<file path="config.mk">
export PLATFORM = sky130hd
export DESIGN_NAME = i460_subrate_demultiplexer_unit
export DESIGN_NICKNAME = d
export VERILOG_FILES = /design/src/sv/i460_pkg.sv /design/src/sv/i460_front.sv /design/src/sv/i460_queue.sv /design/src/sv/i460_back.sv /design/src/sv/i460_subrate_demultiplexer_unit.sv
export SDC_FILE = /design/constraint.sdc
export NUM_CORES = 1
export LEC_CHECK = 0
export BUFFER_PORTS_ARGS = -buffer_cell sky130_fd_sc_hd__buf_2
export CAP_MARGIN = 25
export CORE_UTILIZATION = 54
export DETAILED_ROUTE_END_ITERATION = 10
export MAX_ROUTING_LAYER = met4
export PLACE_DENSITY = 0.7
export SLEW_MARGIN = 20
export SYNTH_ARGS = -nofsm -noshare
export SYNTH_HDL_FRONTEND = slang
export SYNTH_HIERARCHICAL = 1
export SYNTH_SLANG_ARGS = --single-unit
</file>
<file path="constraint.sdc">
create_clock -name clk -period 9 [get_ports clk]
set_input_delay 0.9 -clock clk [delete_from_list [all_inputs] [get_ports clk]]
set_output_delay 0.9 -clock clk [all_outputs]
set_load 0.01 [all_outputs]
</file>
<file path="src/sv/i460_pkg.sv">
// ----------------------------------------------------------------------------
// i460_pkg
// Shared types, rate codes and helpers for the I.460 sub-rate demultiplexer.
// ----------------------------------------------------------------------------
package i460_pkg;

    // fixed number of sub-channel lanes carried in a result record
    localparam int NUM_LANES   = 8;
    localparam int LANE_W      = 3;

    // depth of the queue between front and back
    localparam int QUEUE_DEPTH = 4;
    localparam int QPTR_W      = 2;

    // rate codes
    localparam logic [2:0] RATE_NONE = 3'd0;
    localparam logic [2:0] RATE_8K   = 3'd1;
    localparam logic [2:0] RATE_16K  = 3'd2;
    localparam logic [2:0] RATE_32K  = 3'd3;
    localparam logic [2:0] RATE_64K  = 3'd4;

    // configuration register indexes
    localparam logic [1:0] CFG_RATES   = 2'd0;
    localparam logic [1:0] CFG_OFFSETS = 2'd1;
    localparam logic [1:0] CFG_FRAMES  = 2'd2;

    // completed bytes caused by one slot byte, one lane per sub-channel
    typedef struct packed {
        logic [NUM_LANES-1:0]        mask;
        logic [NUM_LANES-1:0]        fend;
        logic [NUM_LANES-1:0][7:0]   data;
    } record_t;

    // queue fill status seen by both sides
    typedef struct packed {
        logic full;
        logic empty;
    } q_status_t;

    // bits taken from each slot byte at a given rate
    function automatic logic [3:0] bits_of_rate(input logic [2:0] rate);
        logic [3:0] nbits;
        case (rate)
            RATE_8K:  nbits = 4'd1;
            RATE_16K: nbits = 4'd2;
            RATE_32K: nbits = 4'd4;
            RATE_64K: nbits = 4'd8;
            default:  nbits = 4'd0;
        endcase
        return nbits;
    endfunction

endpackage

</file>
<file path="src/sv/i460_front.sv">
// ----------------------------------------------------------------------------
// i460_front
// Accepts slot bytes, updates every sub-channel's partial byte and frame
// position together and queues a record of the bytes that completed.
// ----------------------------------------------------------------------------
module i460_front #(
    parameter int NUM_SUBCHANNELS = 8
) (
    input  logic                   clk,
    input  logic                   rst_n,
    input  logic                   in_valid,
    output logic                   in_stall,
    input  logic [7:0]             slot_byte,
    input  logic [23:0]            rates,
    input  logic [23:0]            offsets,
    input  logic [63:0]            frames,
    input  i460_pkg::q_status_t    q_status,
    output logic                   push,
    output i460_pkg::record_t      rec
);
    import i460_pkg::*;

    logic                 accept;
    logic [NUM_LANES-1:0] enabled;
    logic                 passthru;

    // request accepted whenever the queue has room
    assign in_stall = q_status.full;
    assign accept   = in_valid && !q_status.full;

    // single sub-channel 0 at 64k passes the byte straight through
    assign passthru = ($countones(enabled) == 1) && (rates[2:0] == RATE_64K);

    for (genvar i = 0; i < NUM_LANES; i++) begin : g_lane
        if (i < NUM_SUBCHANNELS) begin : g_used
            logic [7:0]  partial_reg;
            logic [7:0]  partial_next;
            logic [10:0] pos_reg;
            logic [10:0] pos_next;
            logic [2:0]  rate;
            logic [2:0]  off;
            logic [7:0]  flen;
            logic [3:0]  nbits;
            logic [7:0]  bits;
            logic [15:0] win;
            logic [15:0] win_shift;
            logic [2:0]  cnt;
            logic [3:0]  fill;
            logic [3:0]  spill;
            logic        done;
            logic [8:0]  len;
            logic [8:0]  pbytes;
            logic        fend;
            logic        hit;
            logic [7:0]  data;

            assign rate      = rates[3*i +: 3];
            assign off       = offsets[3*i +: 3];
            assign flen      = frames[8*i +: 8];
            assign nbits     = bits_of_rate(rate);
            assign enabled[i] = (nbits != 4'd0);
            assign bits      = slot_byte << off;
            assign win       = {partial_reg, bits};
            assign win_shift = win << nbits;
            assign cnt       = pos_reg[2:0];
            assign fill      = {1'b0, cnt} + nbits;
            assign spill     = fill - 4'd8;
            assign done      = fill[3];
            assign len       = (flen == 8'd0) ? 9'd256 : {1'b0, flen};
            assign pbytes    = {1'b0, pos_reg[10:3]} + 9'd1;
            assign fend      = (pbytes >= len);

            // lane update: shift in new bits, emit on byte boundary
            always_comb
            begin
                partial_next = win_shift[15:8];
                data         = win[cnt +: 8];
                hit          = done;
                if (done)
                begin
                    if (fend)
                        pos_next = {8'd0, spill[2:0]};
                    else
                        pos_next = {pbytes[7:0], spill[2:0]};
                end
                else
                begin
                    pos_next = pos_reg + {7'd0, nbits};
                end
                if (passthru && (i == 0))
                begin
                    partial_next = partial_reg;
                    data         = slot_byte;
                    hit          = 1'b1;
                    pos_next     = fend ? 11'd0 : (pos_reg + 11'd8);
                end
            end

            // per sub-channel state
            always_ff @(posedge clk or negedge rst_n)
            begin
                if (!rst_n)
                begin
                    partial_reg <= 8'd0;
                    pos_reg     <= 11'd0;
                end
                else if (accept)
                begin
                    partial_reg <= partial_next;
                    pos_reg     <= pos_next;
                end
            end

            assign rec.mask[i] = hit;
            assign rec.fend[i] = fend;
            assign rec.data[i] = data;
        end
        else begin : g_unused
            assign enabled[i]  = 1'b0;
            assign rec.mask[i] = 1'b0;
            assign rec.fend[i] = 1'b0;
            assign rec.data[i] = 8'd0;
        end
    end

    // only records with at least one completed byte are queued
    assign push = accept && (rec.mask != '0);

    // a byte with every sub-channel disabled produces nothing
    a_idle_no_push: assert property (@(posedge clk) disable iff (!rst_n)
        (accept && (enabled == '0)) |-> !push)
        else $error("record queued with no enabled sub-channel");

endmodule

</file>
<file path="src/sv/i460_queue.sv">
// ----------------------------------------------------------------------------
// i460_queue
// Short register queue of result records between front and back.
// ----------------------------------------------------------------------------
module i460_queue (
    input  logic                 clk,
    input  logic                 rst_n,
    input  logic                 push,
    input  i460_pkg::record_t    push_rec,
    input  logic                 pop,
    output i460_pkg::record_t    head,
    output i460_pkg::q_status_t  status
);
    import i460_pkg::*;

    record_t             rec_reg [QUEUE_DEPTH];
    logic [QPTR_W-1:0]   wr_ptr_reg;
    logic [QPTR_W-1:0]   wr_ptr_next;
    logic [QPTR_W-1:0]   rd_ptr_reg;
    logic [QPTR_W-1:0]   rd_ptr_next;
    logic [QPTR_W:0]     count_reg;
    logic [QPTR_W:0]     count_next;

    assign status.full  = (count_reg == QUEUE_DEPTH[QPTR_W:0]);
    assign status.empty = (count_reg == '0);
    assign head         = rec_reg[rd_ptr_reg];

    // pointer and fill count
    always_comb
    begin
        wr_ptr_next = push ? wr_ptr_reg + 1'b1 : wr_ptr_reg;
        rd_ptr_next = pop  ? rd_ptr_reg + 1'b1 : rd_ptr_reg;
        count_next  = count_reg + {{QPTR_W{1'b0}}, push} - {{QPTR_W{1'b0}}, pop};
    end

    always_ff @(posedge clk or negedge rst_n)
    begin
        if (!rst_n)
        begin
            wr_ptr_reg <= '0;
            rd_ptr_reg <= '0;
            count_reg  <= '0;
        end
        else
        begin
            wr_ptr_reg <= wr_ptr_next;
            rd_ptr_reg <= rd_ptr_next;
            count_reg  <= count_next;
        end
    end

    // record storage
    always_ff @(posedge clk)
    begin
        if (push)
            rec_reg[wr_ptr_reg] <= push_rec;
    end

    a_no_overflow: assert property (@(posedge clk) disable iff (!rst_n)
        push |-> !status.full)
        else $error("queue written while full");

    a_no_underflow: assert property (@(posedge clk) disable iff (!rst_n)
        pop |-> !status.empty)
        else $error("queue read while empty");

    a_count_bound: assert property (@(posedge clk) disable iff (!rst_n)
        count_reg <= QUEUE_DEPTH[QPTR_W:0])
        else $error("queue count beyond depth");

endmodule

</file>
<file path="src/sv/i460_back.sv">
// ----------------------------------------------------------------------------
// i460_back
// Takes queued records and hands out their completed bytes one a cycle
// while out_stall is low, lowest sub-channel first, through an output register.
// ----------------------------------------------------------------------------
module i460_back (
    input  logic                 clk,
    input  logic                 rst_n,
    input  i460_pkg::q_status_t  q_status,
    input  i460_pkg::record_t    head,
    output logic                 pop,
    output logic                 out_valid,
    input  logic                 out_stall,
    output logic [2:0]           subchannel_index,
    output logic [7:0]           data_byte,
    output logic                 frame_end,
    output logic                 last_of_input
);
    import i460_pkg::*;

    record_t              cur_reg;
    logic [NUM_LANES-1:0] mask_reg;
    logic [NUM_LANES-1:0] mask_next;
    logic [NUM_LANES-1:0] rem;
    logic [LANE_W-1:0]    sel;
    logic                 have;
    logic                 slot_free;
    logic                 emit;
    logic                 out_valid_reg;
    logic [2:0]           index_reg;
    logic [7:0]           data_reg;
    logic                 fend_reg;
    logic                 last_reg;

    // lowest pending sub-channel
    always_comb
    begin
        sel = '0;
        for (int k = NUM_LANES - 1; k >= 0; k--)
        begin
            if (mask_reg[k])
                sel = LANE_W'(k);
        end
    end

    assign have      = (mask_reg != '0);
    assign rem       = mask_reg & (mask_reg - 1'b1);
    assign slot_free = !out_valid_reg || !out_stall;
    assign emit      = slot_free && have;
    assign pop       = !q_status.empty && (!have || (emit && (rem == '0)));

    // pending mask of the current record
    always_comb
    begin
        if (pop)
            mask_next = head.mask;
        else if (emit)
            mask_next = rem;
        else
            mask_next = mask_reg;
    end

    always_ff @(posedge clk or negedge rst_n)
    begin
        if (!rst_n)
        begin
            mask_reg      <= '0;
            out_valid_reg <= 1'b0;
        end
        else
        begin
            mask_reg <= mask_next;
            if (emit)
                out_valid_reg <= 1'b1;
            else if (slot_free)
                out_valid_reg <= 1'b0;
        end
    end

    // record payload and output fields
    always_ff @(posedge clk)
    begin
        if (pop)
            cur_reg <= head;
        if (emit)
        begin
            index_reg <= sel;
            data_reg  <= cur_reg.data[sel];
            fend_reg  <= cur_reg.fend[sel];
            last_reg  <= (rem == '0);
        end
    end

    assign out_valid        = out_valid_reg;
    assign subchannel_index = index_reg;
    assign data_byte        = data_reg;
    assign frame_end        = fend_reg;
    assign last_of_input    = last_reg;

    a_pop_nonempty_rec: assert property (@(posedge clk) disable iff (!rst_n)
        pop |-> (head.mask != '0))
        else $error("empty record taken from queue");

    a_emit_pending: assert property (@(posedge clk) disable iff (!rst_n)
        (emit && (rem != '0)) |=> have)
        else $error("pending bytes lost after emit");

endmodule

</file>
<file path="src/sv/i460_subrate_demultiplexer_unit.sv">
// ----------------------------------------------------------------------------
// i460_subrate_demultiplexer_unit
// I.460 sub-rate demultiplexer: splits timeslot bytes into up to eight
// sub-channels and emits each completed sub-channel byte.
// ----------------------------------------------------------------------------
// channel  | direction | handshake            | payload
// in       | input     | in_valid / in_stall  | slot_byte
// out      | output    | out_valid/out_stall  | subchannel_index, data_byte,
//          |           |                      | frame_end, last_of_input
// cfg      | input     | cfg_valid/cfg_ready  | cfg_index, cfg_data
//
// one slot byte is taken every cycle while the four-entry record queue has room
// each request yields 0 to 8 results, delivered one a cycle by the back end while out_stall is low
// results pass through the record queue, the back end's pending mask and the output register
// rst_n clears sub-channel state, config, queue pointers and valid/mask registers; no clearing pass
// out_stall holds the output register, then the queue fills, then in_stall rises
// ----------------------------------------------------------------------------
module i460_subrate_demultiplexer_unit #(
    parameter int NUM_SUBCHANNELS = 8
) (
    input  logic        clk,
    input  logic        rst_n,
    input  logic        in_valid,
    output logic        in_stall,
    input  logic [7:0]  slot_byte,
    output logic        out_valid,
    input  logic        out_stall,
    output logic [2:0]  subchannel_index,
    output logic [7:0]  data_byte,
    output logic        frame_end,
    output logic        last_of_input,
    input  logic        cfg_valid,
    output logic        cfg_ready,
    input  logic [1:0]  cfg_index,
    input  logic [63:0] cfg_data
);
    import i460_pkg::*;

    logic [23:0] rates_reg;
    logic [23:0] offsets_reg;
    logic [63:0] frames_reg;
    q_status_t   q_status;
    record_t     push_rec;
    record_t     head;
    logic        push;
    logic        pop;

    // configuration registers
    assign cfg_ready = 1'b1;

    always_ff @(posedge clk or negedge rst_n)
    begin
        if (!rst_n)
        begin
            rates_reg   <= '0;
            offsets_reg <= '0;
            frames_reg  <= '0;
        end
        else if (cfg_valid && cfg_ready)
        begin
            case (cfg_index)
                CFG_RATES:   rates_reg   <= cfg_data[23:0];
                CFG_OFFSETS: offsets_reg <= cfg_data[23:0];
                CFG_FRAMES:  frames_reg  <= cfg_data;
                default:     ;
            endcase
        end
    end

    // bit extraction and byte assembly
    i460_front #(
        .NUM_SUBCHANNELS(NUM_SUBCHANNELS)
    ) u_front (
        .clk       (clk),
        .rst_n     (rst_n),
        .in_valid  (in_valid),
        .in_stall  (in_stall),
        .slot_byte (slot_byte),
        .rates     (rates_reg),
        .offsets   (offsets_reg),
        .frames    (frames_reg),
        .q_status  (q_status),
        .push      (push),
        .rec       (push_rec)
    );

    // record queue
    i460_queue u_queue (
        .clk      (clk),
        .rst_n    (rst_n),
        .push     (push),
        .push_rec (push_rec),
        .pop      (pop),
        .head     (head),
        .status   (q_status)
    );

    // result serialiser
    i460_back u_back (
        .clk              (clk),
        .rst_n            (rst_n),
        .q_status         (q_status),
        .head             (head),
        .pop              (pop),
        .out_valid        (out_valid),
        .out_stall        (out_stall),
        .subchannel_index (subchannel_index),
        .data_byte        (data_byte),
        .frame_end        (frame_end),
        .last_of_input    (last_of_input)
    );

endmodule
</file>
==> summary.md <==
| Metric | Value |
|---|---|
| Mean area per synthesized cell | 11.18 sq um |
| Starting Density | 0.5474 |
| Layout cell share with drive strength beyond 1 | 0.1681 |
| Wire length per cell | 21.93 microns |
| DR iter-0 viols | 2936 |
| Critical-path cell list | or2_2 > xnor2_1 > fa_1 > inv_1 > fa_1 > fa_1 > ha_1 > inv_1 > fa_1 > and4b_1 > a21oi_1 > a21o_1 > a31oi_1 > and2_4 > buf_4 |
| Slew Viols, Final | 0 |
| Max-cap viol count | 0 |
| Drt drc | 10 |
| First-pass DRT Iterations | 11 |
| Post-synthesis sequential area ratio | 0.4734 |
| Fmax | 0.1537 GHz |
| Max incr delay on CP | 760 ps |
| CTS Buffer Depth | 3 |
| Root Driver | clkbuf_16 |
| Crit. End Element | flop |
| Pwr dens | 359.7 mW/mm^2 |
| Cells after Synth | 3585 |
| Total Routing Usage GR | 0.2720 |
| Die area | 0.07530 sq mm |
| Final wirelength | 99080 microns |
| Post-synth EDFFs | 405 |
| Flops & latches, synth | 677 |
| Count of final setup violators | 0 |
| Count of final hold-check violations | 0 |
| GPL Wtd Cong | 0.9342 |
| DP Cell Count | 4376 |
| Most frequent cell after synthesis | edfxtp_1 |
| DRT antenna net count | 0 |
| Synth area leader | edfxtp_1 |
| Startpoint types | flop |
| TritonCTS clock tree | built |
| Global-route wire length before repair | 154600 microns |
| Post-Syn Nets | 3798 |
| Total CTS buffers | 73 |
| Input/output buffers | 93 |
| Largest net degree at the start of global routing | 85 |
| Dominant cells by area after synthesis | edfxtp_1, dfrtp_1, mux4_2, mux2_2, ha_1 |
| Failing checks | DRC |
| Status | finished, violations left |
| P&R area growth vs syn | 7.391% |
| TritonCTS Sinks | 677 |
| Final period util | 0.7230 |
| PostCTS Resize Cnt | 0 |
| Post-synth top flop | edfxtp_1 |
| Avg Vias per Cell | 6.356 |
| Post-synth top cells | edfxtp_1, nand2_1, dfrtp_1 |
| # rows | 99 |
| Top cell type's share of synthesized area | 0.3035 |
| Core area | 0.07321 sq mm |
| Hpwl dp | 66580 microns |
| Max reg flops | 320 |
| Non-filler cells, final | 4519 |
| Setup bufs post-CTS | 0 |
| LEAKAGE | 16.66 nW |
| Clock transition at the registers of the reported paths | 60 ps |
| Post-Syn Area | 0.04007 sq mm |
| Final #Nets | 3712 |
| Antenna violations before repair | 6 |
| Layout fillers | 5958 |
| Slew margin rel. | 0.3165 |
| Worst Max-Slew Pin Slew | 1025 ps |
| Synth warn | 6 |
| Yosys cell types | 113 |
| Worst skew pair latency | 620 ps |
| Reg2reg path depth | 15 |
| H-Tree Depth | 3 |
| Fin Clk Skew | 26.60 ps |
| Crit Path Class | flop to flop |
| Worst VDD drop | 0.0002391 V |
| Top cell by count, worst path | fa_1 |
| IO Count | 95 |
| Vias | 28720 |
| Die height | 274.4 microns |
| CP Max Fanout | 47 |
| Grt ovf | 0 |
| Post-cts hold buffer count | 0 |
| CP max stage cell | and2_4 |
| RSZ-0062 raised after global routing | false |
| Synth async-reset ratio | 0.4018 |
| Sum Neg Setup Slack | 0 ps |
| Number of global-route vias before repair | 27010 |
| Worst Hold Class | primary input to async pin |
| Min cycle time layout | 6507 ps |
| Critical path data arrival time | 6740 ps |
| Required time worst endpoint | 9230 ps |
| Die width | 274.4 microns |
==> power breakdown <==
part	switching [mW]	internal (mW)	leakage [nW]	total, mW
registers	1.22	4.87	7.00	6.09
logic	3.71	2.62	8.47	6.34
clock network	1.27	1.78	1.18	3.05
==> cell type report <==
class	instances	area (sq um)	area share
Timing Repair Buffer	127	768.2	0.01785
Antenna cell	2	5.005	0.0001163
Clock inverter	41	455.4	0.01058
Tap cell	959	1200	0.02788
Inverter	146	553.0	0.01285
Multi-Input combinational cell	2474	19090	0.4436
Clock buffer	93	1983	0.04609
Sequential cell	677	18980	0.4410
==> metrics by stage <==
step / worst slack (ps) / total power, mW / area (sq um) / util / hold WS [ps]
3_3_place_gp: 2618 / 12.15 / 40490 / 0.5531 / 514.7
2_1_floorplan: 2359 / 10.55 / 40070 / - / 473.8
5_1_grt: 2133 / 16.43 / 43030 / 0.5877 / 324.0
4_1_cts: 2461 / 15.44 / 42940 / 0.5865 / 287.8
3_5_place_dp: 2482 / 12.33 / 40500 / 0.5532 / 523.6
6_report: 2493 / 15.48 / 43030 / 0.5878 / 268.1
==> kinds of logic (layout without fill, tap and decap cells) <==
group	Yosys count	in the layout	synth area share
xor+xnor	77	77	0.01721
simple gates	959	959	0.1189
fa+ha+maj	135	135	0.04453
mux	420	420	0.1466
buf+inv	434	407	0.05090
flops	677	677	0.4734
compound gates	882	882	0.1484
other cells	1	3	0.00009359
==> worst paths after layout <==
check	from	to	slack, ps
max in group asynchronous	rst_n	u_back/out_valid$_DFFE_PN0P_	7310
worst max register to register	rates_reg[3]$_DFFE_PN0P_	u_queue/rec_reg[0][68]$_DFFE_PP_	2490
min in group clk	cfg_data[38]	frames_reg[38]$_DFFE_PN0P_	520
worst max-delay path	rates_reg[3]$_DFFE_PN0P_	u_queue/rec_reg[0][68]$_DFFE_PP_	2490
worst min register to register	u_queue/wr_ptr_reg[0]$_DFFE_PN0P_	u_queue/wr_ptr_reg[0]$_DFFE_PN0P_	530
worst min-delay path	rst_n	u_front/g_lane[2].g_used.partial_reg[6]$_DFFE_PN0P_	270
==> per-layer routing <==
| metal | vias up | routed length (microns) | track usage |
|---|---|---|---|
| li1 | 13430 | - | - |
| met1 | 14160 | 44110 | 0.3787 |
| met2 | 970 | 45720 | 0.4120 |
| met3 | 156 | 6866 | 0.04457 |
| met4 | 0 | 2392 | 0.07632 |
| met5 | - | 0 | - |
==> placed cells by master (no fill, tap or decap), types with 15 or more instances in the layout <==
master     synthesis  routed
a221oi_1          18      18
or3_1             15      15
nand3_1           86      86
o21a_1            19      19
edfxtp_1         405     405
xor2_1            36      36
and3_1            60      60
a22o_1            23      23
nand3b_1          15      15
nor2b_1           44      43
o31ai_1           18      18
nor4_1            43      43
mux2_2           182     182
nand4_1           17      17
nand2b_1          60      59
nor3_1            54      54
o221ai_1          16      16
clkbuf_16          0      74
mux2i_1          122     122
a22oi_1           22      22
a211oi_1          78      78
buf_2             44      93
o21ai_0          188     183
o211ai_1          33      33
a211o_1           20      20
inv_1            133     133
ha_1             121     121
mux4_2           114     114
xnor2_1           39      39
nand2_1          285     285
o22ai_1           57      57
a31oi_1           31      31
a21o_1            27      27
buf_4             26      27
nor2_1           201     201
dfrtp_1          272     270
a21oi_1          183     183
==> critical path, delay by kind of cell, from the launching register on <==
kind                       cells  cell delay, ps
adders and majority gates      5            2170
and+or+nand+nor                3            1420
AOI/OAI and AO/OA              3             980
DFF                            1             630
buffers and inverters          3             700
xor gates and xnor gates       1             170
No activity file was read; power rests on OpenSTA's default activity.
